===== config.mk =====
export PLATFORM = sky130hd
export DESIGN_NAME = spiral_placement_address_gen
export DESIGN_NICKNAME = d
export VERILOG_FILES = /design/src/hdl/spag_pkg.sv /design/src/hdl/spiral_placement_address_gen.sv /design/src/hdl/spag_cfg.sv /design/src/hdl/spag_dp.sv /design/src/hdl/spag_ctrl.sv
export SDC_FILE = /design/constraint.sdc
export NUM_CORES = 1
export LEC_CHECK = 0
export BUFFER_PORTS_ARGS = -buffer_cell sky130_fd_sc_hd__buf_2
export CORE_MARGIN = 2
export CORE_UTILIZATION = 40
export CTS_CLUSTER_SIZE = 20
export DETAILED_ROUTE_END_ITERATION = 10
export GPL_TIMING_DRIVEN = 0
export PLACE_DENSITY = 0.59
export SYNTH_ARGS = -nofsm -noshare
export SYNTH_HDL_FRONTEND = slang
export SYNTH_SLANG_ARGS = --single-unit
export TNS_END_PERCENT = 100

===== constraint.sdc =====
create_clock -name i_clk -period 20.2 [get_ports i_clk]
set_input_delay 1.01 -clock i_clk [delete_from_list [all_inputs] [get_ports i_clk]]
set_output_delay 1.01 -clock i_clk [all_outputs]
set_load 0.01 [all_outputs]

===== src/hdl/spag_pkg.sv =====
// Package for the spiral placement address generator.
// Holds the shared widths, register indexes, FSM and heading encodings and the
// structs between the controller, the datapath and the configuration block.
package spag_pkg;

    // Fixed field widths.
    localparam int DIM_W   = 12;
    localparam int CNT_W   = 24;
    localparam int COLOR_W = 24;
    localparam int COORD_W = 11;

    // Register indexes on the configuration port.
    localparam logic REG_WIDTH  = 1'b0;
    localparam logic REG_HEIGHT = 1'b1;

    // Controller states.
    typedef enum logic [1:0] {
        ST_IDLE,
        ST_START,
        ST_WALK
    } t_state;

    // Spiral leg direction, in walking order.
    typedef enum logic [1:0] {
        HEAD_RIGHT,
        HEAD_DOWN,
        HEAD_LEFT,
        HEAD_UP
    } t_heading;

    // Effective frame settings.
    typedef struct packed {
        logic [DIM_W-1:0] width;
        logic [DIM_W-1:0] height;
        logic [CNT_W-1:0] total;
    } t_frame_cfg;

    // Commands from the controller to the datapath.
    typedef struct packed {
        logic capture;
        logic centre;
        logic step;
        logic emit_fail;
    } t_dp_cmd;

    // Status from the datapath to the controller.
    typedef struct packed {
        logic full;
        logic first;
        logic exhausted;
        logic can_move;
        logic hit;
        logic out_free;
    } t_dp_status;

endpackage


===== src/hdl/spiral_placement_address_gen.sv =====
// Top level of the spiral placement address generator.
// Instantiates spag_cfg, spag_ctrl and spag_dp; depends on spag_pkg.
//
// Each accepted pixel color is given the next in-frame coordinate of a square
// spiral that starts at the frame center (width/2, height/2) and runs its legs
// right, down, left, up with lengths 0, 0, 1, 1, 2, 2 and so on. One item is
// in work at a time: the input transfer is followed by the placement check,
// and then the walk makes one spiral move or turn per cycle until it reaches
// an in-frame position; the first placement and a full frame need no walk
// (about one move per placement on a square frame, more on a narrow one
// where out-of-frame positions are passed over). A spiral that runs out
// reports the overflow from the walk. The result sits in an output
// register, so the next item is accepted while it waits; the check and the
// walk stall only when a second result is ready before the first is taken.
// After width*height placements, or once the spiral has passed every
// possible frame position, results carry the overflow flag with column and
// row zero.
module spiral_placement_address_gen
    import spag_pkg::*;
#(
    parameter int MAX_DIM = 2048
) (
    input  logic        i_clk,
    input  logic        i_rst_n,
    // Configuration port.
    input  logic        psel,
    input  logic        penable,
    input  logic        pwrite,
    input  logic [2:0]  paddr,
    input  logic [31:0] pwdata,
    output logic [31:0] prdata,
    output logic        pready,
    // Input stream.
    input  logic        s_tvalid,
    output logic        s_tready,
    input  logic [23:0] s_tdata,   // [23:0] pixel_color
    // Output stream.
    output logic        m_tvalid,
    input  logic        m_tready,
    output logic [47:0] m_tdata,   // [10:0] col, [21:11] row, [45:22] color_out, [47:46] zero
    output logic        m_tuser    // [0] overflow
);

    t_frame_cfg         frame_cfg;
    t_dp_cmd            dp_cmd;
    t_dp_status         dp_status;
    logic [COORD_W-1:0] out_col;
    logic [COORD_W-1:0] out_row;
    logic [COLOR_W-1:0] out_color;

    spag_cfg #(
        .MAX_DIM (MAX_DIM)
    ) u_cfg (
        .i_clk   (i_clk),
        .i_rst_n (i_rst_n),
        .psel    (psel),
        .penable (penable),
        .pwrite  (pwrite),
        .paddr   (paddr),
        .pwdata  (pwdata),
        .prdata  (prdata),
        .pready  (pready),
        .o_cfg   (frame_cfg)
    );

    spag_ctrl u_ctrl (
        .i_clk      (i_clk),
        .i_rst_n    (i_rst_n),
        .i_in_valid (s_tvalid),
        .o_in_ready (s_tready),
        .i_status   (dp_status),
        .o_cmd      (dp_cmd)
    );

    spag_dp #(
        .MAX_DIM (MAX_DIM)
    ) u_dp (
        .i_clk      (i_clk),
        .i_rst_n    (i_rst_n),
        .i_cfg      (frame_cfg),
        .i_cmd      (dp_cmd),
        .o_status   (dp_status),
        .i_color    (s_tdata),
        .o_valid    (m_tvalid),
        .i_ready    (m_tready),
        .o_col      (out_col),
        .o_row      (out_row),
        .o_color    (out_color),
        .o_overflow (m_tuser)
    );

    // Pack the result fields, first field lowest.
    assign m_tdata = {2'b00, out_color, out_row, out_col};

endmodule


===== src/hdl/spag_cfg.sv =====
// Configuration registers of the spiral placement address generator.
// Implements the APB-style write and read port; depends on spag_pkg.
// Produces the saturated frame dimensions and the registered pixel total.
module spag_cfg
    import spag_pkg::*;
#(
    parameter int MAX_DIM = 2048
) (
    input  logic             i_clk,
    input  logic             i_rst_n,
    input  logic             psel,
    input  logic             penable,
    input  logic             pwrite,
    input  logic [2:0]       paddr,
    input  logic [31:0]      pwdata,
    output logic [31:0]      prdata,
    output logic             pready,
    output t_frame_cfg       o_cfg
);

    localparam logic [DIM_W-1:0] RESET_DIM = 12'd64;

    // Saturate a dimension at MAX_DIM.
    function automatic logic [DIM_W-1:0] f_eff(input logic [DIM_W-1:0] v);
        f_eff = ({4'b0, v} > 16'(MAX_DIM)) ? DIM_W'(MAX_DIM) : v;
    endfunction

    logic [DIM_W-1:0] r_width;
    logic [DIM_W-1:0] r_height;
    logic [CNT_W-1:0] r_total;
    logic [DIM_W-1:0] n_width;
    logic [DIM_W-1:0] n_height;
    logic             wr_en;

    assign pready = 1'b1;
    assign wr_en  = psel & penable & pwrite;

    // Next register values on a write transfer.
    always_comb begin
        n_width  = r_width;
        n_height = r_height;
        if (wr_en) begin
            if (paddr[2] == REG_WIDTH) begin
                n_width = pwdata[DIM_W-1:0];
            end else begin
                n_height = pwdata[DIM_W-1:0];
            end
        end
    end

    // Registers; the total is formed from the next dimensions, so it changes
    // at the same edge as they do.
    always_ff @(posedge i_clk) begin
        if (!i_rst_n) begin
            r_width  <= RESET_DIM;
            r_height <= RESET_DIM;
            r_total  <= f_eff(RESET_DIM) * f_eff(RESET_DIM);
        end else begin
            r_width  <= n_width;
            r_height <= n_height;
            r_total  <= f_eff(n_width) * f_eff(n_height);
        end
    end

    // Read back the raw register value.
    assign prdata = (paddr[2] == REG_WIDTH) ? {20'b0, r_width} : {20'b0, r_height};

    assign o_cfg.width  = f_eff(r_width);
    assign o_cfg.height = f_eff(r_height);
    assign o_cfg.total  = r_total;

endmodule


===== src/hdl/spag_dp.sv =====
// Datapath of the spiral placement address generator.
// Holds the walk position, leg counters, placement count and output register;
// depends on spag_pkg and is driven by spag_ctrl commands.
module spag_dp
    import spag_pkg::*;
#(
    parameter int MAX_DIM = 2048
) (
    input  logic               i_clk,
    input  logic               i_rst_n,
    input  t_frame_cfg         i_cfg,
    input  t_dp_cmd            i_cmd,
    output t_dp_status         o_status,
    input  logic [COLOR_W-1:0] i_color,
    output logic               o_valid,
    input  logic               i_ready,
    output logic [COORD_W-1:0] o_col,
    output logic [COORD_W-1:0] o_row,
    output logic [COLOR_W-1:0] o_color,
    output logic               o_overflow
);

    localparam int LEN_W = $clog2(2 * MAX_DIM + 4);
    localparam int POS_W = (LEN_W + 2 > 13) ? LEN_W + 2 : 13;
    localparam logic [LEN_W-1:0] SPIRAL_LIMIT = LEN_W'(2 * MAX_DIM + 2);

    logic signed [POS_W-1:0] r_x;
    logic signed [POS_W-1:0] r_y;
    t_heading                r_head;
    logic [LEN_W-1:0]        r_len;
    logic [LEN_W-1:0]        r_prog;
    logic [CNT_W-1:0]        r_placed;
    logic [COLOR_W-1:0]      r_color;
    logic                    r_out_valid;
    logic [COORD_W-1:0]      r_col;
    logic [COORD_W-1:0]      r_row;
    logic [COLOR_W-1:0]      r_out_color;
    logic                    r_ovf;

    logic signed [POS_W-1:0] n_x;
    logic signed [POS_W-1:0] n_y;
    logic signed [POS_W-1:0] centre_x;
    logic signed [POS_W-1:0] centre_y;
    logic [POS_W-1:0]        w_ext;
    logic [POS_W-1:0]        h_ext;
    logic                    can_move;
    logic                    hit;
    logic                    step_hit;
    logic                    load;
    logic                    out_free;

    assign w_ext    = {{(POS_W-DIM_W){1'b0}}, i_cfg.width};
    assign h_ext    = {{(POS_W-DIM_W){1'b0}}, i_cfg.height};
    assign centre_x = {{(POS_W-DIM_W+1){1'b0}}, i_cfg.width[DIM_W-1:1]};
    assign centre_y = {{(POS_W-DIM_W+1){1'b0}}, i_cfg.height[DIM_W-1:1]};

    // Position after one move along the current heading.
    always_comb begin
        n_x = r_x;
        n_y = r_y;
        case (r_head)
            HEAD_RIGHT: n_x = r_x + POS_W'(1);
            HEAD_DOWN:  n_y = r_y + POS_W'(1);
            HEAD_LEFT:  n_x = r_x - POS_W'(1);
            HEAD_UP:    n_y = r_y - POS_W'(1);
            default:    n_x = r_x;
        endcase
    end

    // Frame bounds check of the next position.
    assign can_move = (r_prog < r_len);
    assign hit      = !n_x[POS_W-1] && !n_y[POS_W-1] &&
                      (unsigned'(n_x) < w_ext) && (unsigned'(n_y) < h_ext);
    assign step_hit = i_cmd.step && can_move && hit;
    assign out_free = !r_out_valid || i_ready;
    assign load     = i_cmd.centre || i_cmd.emit_fail || step_hit;

    // Walk state.
    always_ff @(posedge i_clk) begin
        if (!i_rst_n) begin
            r_x      <= '0;
            r_y      <= '0;
            r_head   <= HEAD_RIGHT;
            r_len    <= '0;
            r_prog   <= '0;
            r_placed <= '0;
        end else begin
            if (i_cmd.centre) begin
                r_x      <= centre_x;
                r_y      <= centre_y;
                r_placed <= r_placed + CNT_W'(1);
            end else if (i_cmd.step) begin
                if (can_move) begin
                    r_x    <= n_x;
                    r_y    <= n_y;
                    r_prog <= r_prog + LEN_W'(1);
                    if (hit) begin
                        r_placed <= r_placed + CNT_W'(1);
                    end
                end else begin
                    if (r_head == HEAD_DOWN || r_head == HEAD_UP) begin
                        r_len <= r_len + LEN_W'(1);
                    end
                    r_head <= t_heading'(r_head + 2'd1);
                    r_prog <= '0;
                end
            end
        end
    end

    // Captured input color.
    always_ff @(posedge i_clk) begin
        if (i_cmd.capture) begin
            r_color <= i_color;
        end
    end

    // Output register: loaded with a result, cleared when the transfer completes.
    always_ff @(posedge i_clk) begin
        if (!i_rst_n) begin
            r_out_valid <= 1'b0;
        end else if (load) begin
            r_out_valid <= 1'b1;
        end else if (i_ready) begin
            r_out_valid <= 1'b0;
        end
    end

    always_ff @(posedge i_clk) begin
        if (load) begin
            r_out_color <= r_color;
            r_ovf       <= i_cmd.emit_fail;
            if (i_cmd.centre) begin
                r_col <= centre_x[COORD_W-1:0];
                r_row <= centre_y[COORD_W-1:0];
            end else if (i_cmd.emit_fail) begin
                r_col <= '0;
                r_row <= '0;
            end else begin
                r_col <= n_x[COORD_W-1:0];
                r_row <= n_y[COORD_W-1:0];
            end
        end
    end

    assign o_status.full      = (r_placed >= i_cfg.total);
    assign o_status.first     = (r_placed == '0);
    assign o_status.exhausted = (r_len > SPIRAL_LIMIT);
    assign o_status.can_move  = can_move;
    assign o_status.hit       = hit;
    assign o_status.out_free  = out_free;

    assign o_valid    = r_out_valid;
    assign o_col      = r_col;
    assign o_row      = r_row;
    assign o_color    = r_out_color;
    assign o_overflow = r_ovf;

    // The leg progress never runs past the leg length.
    a_prog_in_leg: assert property (@(posedge i_clk) disable iff (!i_rst_n)
        r_prog <= r_len)
        else $error("leg progress beyond leg length");

    // A placed result always lies inside the frame.
    a_result_in_frame: assert property (@(posedge i_clk) disable iff (!i_rst_n)
        (r_out_valid && !r_ovf) |-> ({1'b0, r_col} < i_cfg.width &&
                                     {1'b0, r_row} < i_cfg.height))
        else $error("placed coordinate outside the frame");

endmodule


===== src/hdl/spag_ctrl.sv =====
// Controller of the spiral placement address generator.
// Sequences acceptance, the first-placement and full checks and the spiral
// walk one step per cycle, stalling while a result finds the output full; depends on spag_pkg.
module spag_ctrl
    import spag_pkg::*;
(
    input  logic       i_clk,
    input  logic       i_rst_n,
    input  logic       i_in_valid,
    output logic       o_in_ready,
    input  t_dp_status i_status,
    output t_dp_cmd    o_cmd
);

    t_state r_state;
    t_state n_state;

    // State register.
    always_ff @(posedge i_clk) begin
        if (!i_rst_n) begin
            r_state <= ST_IDLE;
        end else begin
            r_state <= n_state;
        end
    end

    // Next state and datapath commands.
    always_comb begin
        n_state    = r_state;
        o_cmd      = '0;
        o_in_ready = 1'b0;
        case (r_state)
            ST_IDLE: begin
                o_in_ready = 1'b1;
                if (i_in_valid) begin
                    o_cmd.capture = 1'b1;
                    n_state       = ST_START;
                end
            end
            ST_START: begin
                if (i_status.full || i_status.first) begin
                    if (i_status.out_free) begin
                        o_cmd.emit_fail = i_status.full;
                        o_cmd.centre    = !i_status.full;
                        n_state         = ST_IDLE;
                    end
                end else begin
                    n_state = ST_WALK;
                end
            end
            ST_WALK: begin
                if (i_status.exhausted) begin
                    if (i_status.out_free) begin
                        o_cmd.emit_fail = 1'b1;
                        n_state         = ST_IDLE;
                    end
                end else if (i_status.can_move && i_status.hit) begin
                    if (i_status.out_free) begin
                        o_cmd.step = 1'b1;
                        n_state    = ST_IDLE;
                    end
                end else begin
                    o_cmd.step = 1'b1;
                end
            end
            default: n_state = ST_IDLE;
        endcase
    end

    // At most one walk-changing command in a cycle.
    a_one_cmd: assert property (@(posedge i_clk) disable iff (!i_rst_n)
        $onehot0({o_cmd.centre, o_cmd.step, o_cmd.emit_fail}))
        else $error("conflicting datapath commands");

    // A result is only issued when the output register can take it.
    a_result_room: assert property (@(posedge i_clk) disable iff (!i_rst_n)
        (o_cmd.centre || o_cmd.emit_fail ||
         (o_cmd.step && i_status.can_move && i_status.hit)) |-> i_status.out_free)
        else $error("result issued into a full output register");

endmodule

* After elaboration in Yosys (flattened, before gate mapping)
Cells that the tools add are included.
Widths: inputs -> output; s select.
** Word-level totals
- Flip-flop bits (word level) :: 204
- Input port bits :: 66
- Output and inout port bits :: 84
- Logic and storage cells :: 126
** Operators by class
- Add/sub/neg operators :: 8
- Multipliers :: 1
- $lt $le $gt $ge :: 9
- Eq/ne operators :: 7
- Multiplexer cells :: 48
- Bitwise logic cells :: 5
- Reductions and logical operators :: 30
** Operators with widths (number)
- $mux 11 :: 10
- $mux 12 :: 9
- $mux 24 :: 4
- $pmux 15 s2 :: 2
- $gt 12x12->1 const B :: 4
- $add 15x2->15 const B :: 2
- $lt 15x12->1 :: 2
- $sub 15x2->15 const B :: 2
- $add 13x1->13 const B :: 2
- $add 24x1->24 const B :: 1
- $ge 24x24->1 :: 1
- $logic_not 24->1 :: 1
- $mul 12x12->24 :: 1
- $mux 1 :: 15
- $gt 13x13->1 const B :: 1
- $lt 13x13->1 :: 1
- $mux 13 :: 1
- $mux 2 :: 5
- $reduce_and 2->1 :: 4
- $reduce_bool 2->1 :: 4
- $eq 2x2->1 const B :: 3
- $logic_and 1x1->1 :: 6
- $pmux 2 s3 :: 1
- $reduce_and 3->1 :: 2
- 12 further kinds :: 24

* Logic depth before layout (Yosys ltp)
- Word-level depth :: 14
- Mapped depth :: 29
- Depth with buffers taken out :: 26

* Hierarchy
Synthesis repeated with hierarchy kept, for this count alone.
** Unflattened totals
- Cell total of the unflattened synthesis :: 1941
- Area total of the unflattened synthesis :: 16941.2 µm²
** By module, submodules not included
- spag_dp :: times used 1, cells each 1108, area each 9675.5 µm²
- spag_cfg :: times used 1, cells each 796, area each 6986.7 µm²
- spag_ctrl :: times used 1, cells each 34, area each 260.2 µm²
- spiral_placement_address_gen :: times used 1, cells each 3, area each 18.8 µm²

* Worst setup path before layout
No wires, ideal clock.
- Path kind :: input-to-reg
- From :: in paddr[2]
- To :: reg u_cfg.r_total[23]
- Setup time :: 0.128 ns
- Arrival time :: 7.425 ns
- Required time :: 20.072 ns
- Path slack :: 12.647 ns
- Stages :: 24
- Path buffers :: 2
- Cell sequence :: clkbuf_1 > nand4_1 > mux2i_1 > nor3_1 > or2_2 > clkbuf_1 > nor3_1 > fa_1 > fa_1 > fa_1 > fa_1 > inv_1 > fa_1 > inv_1 > ha_1 > nand3_1 > a221oi_1 > nor2_1 > a2111oi_0 > a311oi_1 > a211oi_1 > a31oi_1 > xnor2_1 > nor2_1
** On the way
- Longest elaborated chain between the ends :: 5
- Elaborated cells on any way between the ends :: 9
** Ends and longest elaborated chain
- from (decl) :: RTL line spiral_placement_address_gen.sv:29 : input logic [2:0] paddr,
- $mux 12 :: RTL line spag_cfg.sv:43 : if (paddr[2] == REG_WIDTH) begin
- $mux 12 :: RTL line spag_cfg.sv:42 : if (wr_en) begin
- $gt 12x12->1 :: RTL line spag_cfg.sv:25 : f_eff = ({4'b0, v} > 16'(MAX_DIM)) ? DIM_W'(MAX_DIM) : v;
- $mux 12 :: RTL line spag_cfg.sv:25
- $mul 12x12->24 * :: RTL line spag_cfg.sv:61 : r_total <= f_eff(n_width) * f_eff(n_height);
- to (signal assigned) :: RTL line spag_cfg.sv:57 : r_total <= f_eff(RESET_DIM) * f_eff(RESET_DIM);
- to (signal assigned) :: RTL line spag_cfg.sv:61
- to (decl) :: RTL line spag_cfg.sv:30 : logic [CNT_W-1:0] r_total;
Mark *: on every way between the ends. The rest lies on a longest branch, timed or not.
A chain may end at the register's enable or synchronous reset.

* Final worst setup path
Same ends and word-level chain as after synthesis.

==> flow_metrics.tcl <==
set metrics [dict create \
    status "completed" \
    power.density_mw_per_mm2 71.5 \
    cts_tree "built" \
    drive_gt1_frac 0.107 \
    start_util 0.407 \
    hold_path_class "reg2reg" \
    holdWs_ns 0.417 \
    seq_area_frac_synth 0.296 \
    die_area_mm2 0.0421 \
    cp-end-kind "register" \
    coreArea_mm2 0.0398 \
    numCtsBuffers 24 \
    max_freq_mhz 115 \
    p_sw_uw 417 \
    grt_pass1_vias 13500 \
    clock_latency_ns 0.54 \
    ioPinCount 150 \
    layout_common_cells "215 x nor2_1, 210 x nand2_1, 193 x inv_1" \
    num-fill-cells 3984 \
    path_max_fanout 10 \
    period_needed_ns 8.73 \
    gr-total-overflow 0 \
    synth_edf_count 71 \
    clkTransAtPathRegs_ns 0.06 \
    grt_pass1_wl_mm 72.1 \
    cp-start-kind "input port" \
    die_x_um 205 \
    synth_area_per_cell_um2 8.82 \
    power_leakage_uw 0.00825 \
    pwr-share-clk 0.364 \
    synth_compound_area_frac 0.111 \
    vias 13700 \
    final_util 0.460 \
    drv_slew 0 \
    hold_viol_final 0 \
    async_flop_share 0 \
    vias_per_cell 5.40 \
    cp_top_family "adder cells" \
    multi_input_area_mm2 0.0104 \
    grt_use_total 0.218 \
    antenna_left 0 \
    netlist_instances 1836 \
    ys.warnings.count 0 \
    seq_area_mm2 0.00479 \
    vdd.ir_drop.worst_mv 0.0416 \
    power_frac_comb 0.248 \
    cts_buffer_depth 3 \
    finalSetupViolCount 0 \
    tightest_slew_ns 1.11 \
    cp.required_ns 20.61 \
    cp_num_buf_inv 6 \
    syn_area_mm2 0.0162 \
    skew_ns 0.0162 \
    cts_num_sinks 204 \
    holdBufCountCts 0 \
    synth-seq-cells 204 \
    worst_path_most_repeated_cell "fa_1" \
    grt_max_degree 27 \
    place_area_mm2 0.0175 \
    p_seq_frac 0.388 \
    fin_nets 2314 \
    antenna_cells 0 \
    synth.distinct_cells 76 \
    cp_slowest_cell "a2111oi_0" \
    postCtsResizedCells 0 \
    setup_tns_ns 0 \
    dr.pass1.iters 5 \
    synthXorXnorAreaFrac 0.0388 \
    maxSlewHeadroom 0.263 \
    synthAdderAreaFrac 0.249 \
    final_area_mm2 0.0183 \
    design_power_total_uw 1310 \
    drc 0 \
    crit_arrival_ns 9.14 \
    core.rowCount 73 \
    intPower_uw 893 \
    hpwl_mm 35.5 \
    criticalPathCategory "in2reg" \
    crit_path_max_incr_delay_ns 0.63 \
    cap_violations 0 \
    first_iter_violations 903 \
    routed_wl_mm 45.4 \
    avgRoutedWirePerCell_um 18.0 \
    h-tree-depth 1 \
    post_cts_buffers 0 \
    min_period_over_period 0.432 \
    synth-main-ff-cell "dfxtp_1" \
    die_h_um 205 \
    switching_share 0.318 \
    rsz0062_at_grt "no" \
    synthMuxAreaShare 0.0314 \
    numPortBuffers 103 \
    cts_root_buf "clkbuf_16" \
    antenna_found_initial 0 \
    gp_congestion 0.931 \
    synth-simple-area-share 0.203 \
    mostFrequentLayoutCell "nor2_1" \
    synth_top_family_by_area "adder cells" \
    syn2layout_area_growth_pct 13.2 \
]
Yosys cell counts (5+ instances only):
| master | n | share of area |
|---|---|---|
| nor2_1 | 215 | 0.050 |
| nand2_1 | 210 | 0.049 |
| inv_1 | 193 | 0.045 |
| ha_1 | 159 | 0.12 |
| dfxtp_1 | 133 | 0.16 |
| fa_1 | 102 | 0.13 |
| edfxtp_1 | 71 | 0.13 |
| o21ai_0 | 62 | 0.019 |
| nor3_1 | 58 | 0.018 |
| a21oi_1 | 56 | 0.017 |
| nand3_1 | 55 | 0.017 |
| clkbuf_1 | 54 | 0.013 |
| xnor2_1 | 44 | 0.024 |
| mux2i_1 | 34 | 0.021 |
| a211oi_1 | 32 | 0.015 |
| nor4_1 | 28 | 0.011 |
| xor2_1 | 26 | 0.014 |
| a21o_1 | 24 | 0.011 |
| nand4_1 | 24 | 0.0093 |
| buf_4 | 23 | 0.011 |
| and2_1 | 21 | 0.0081 |
| and3_1 | 17 | 0.0066 |
| mux2_2 | 15 | 0.010 |
| nand2b_1 | 12 | 0.0046 |
| o21a_1 | 11 | 0.0051 |
| a31oi_1 | 10 | 0.0039 |
| o211ai_1 | 9 | 0.0042 |
| o21ai_1 | 9 | 0.0028 |
| or2_2 | 9 | 0.0035 |
| nor2b_1 | 8 | 0.0031 |
| or3_1 | 8 | 0.0031 |
| nand3b_1 | 7 | 0.0032 |
| o22ai_1 | 7 | 0.0027 |
| o31ai_1 | 6 | 0.0028 |
| buf_2 | 5 | 0.0015 |
| nor4b_1 | 5 | 0.0027 |
worst paths after layout:
kind	start	to	slack [ns]	cells after the start
min reg2reg	u_dp.r_color[7]	u_dp.o_color[7]	0.42	0
max reg2reg	u_cfg.r_width[0]	u_cfg.r_total[23]	12.21	26
min	u_dp.r_color[7]	u_dp.o_color[7]	0.42	0
max	paddr[2]	u_cfg.r_total[23]	11.47	26
cell families after synthesis:
group | Yosys count
compound gates | 270
xor+xnor | 71
fa+ha+maj | 261
buf+inv | 278
flops | 204
mux | 49
other cells | 2
simple gates | 701
flip-flops by register name (all words and copies together), names as in the netlist, 12 cells and up:
signal,flops
u_dp.r_placed,24
u_dp.o_color,24
u_cfg.r_width,12
u_dp.r_color,24
u_cfg.r_height,12
u_dp.r_y,15
u_dp.r_x,15
u_dp.r_prog,13
u_dp.r_len,13
u_cfg.r_total,24
power groups by stage:
stage	Sequential, uW	Combinational (uW)	Clock [uW]
6_report	509	324	477
5_1_grt	513	358	500
4_1_cts	509	324	486
3_5_place_dp	517	322	0
3_3_place_gp	518	313	0
2_1_floorplan	526	193	0
layout make-up:
cell class / instances / share of cell area
flip-flops and latches: 204 / 0.261
well taps: 525 / 0.0358
clock inverters: 14 / 0.0132
clock buffers: 29 / 0.0338
plain buffers: 84 / 0.0222
inverters: 194 / 0.0397
repair buffers: 104 / 0.0292
multi-input cells: 1375 / 0.565
per-layer routing:
layer	vias to the layer above	track usage	wire length [um]
li1	6537	-	-
met2	306	0.368	21900
met4	0	0.0863	1640
met5	-	0	0
met1	6724	0.286	20200
met3	90	0.0231	1720
metrics by stage:
stage	setup slack (ns)	cells
5_1_grt	10.89	2529
3_3_place_gp	11.04	2485
6_report	11.47	2529
2_1_floorplan	12.65	1857
4_1_cts	11.59	2529
3_5_place_dp	11.04	2486
Power figures use the tool's default switching activity.
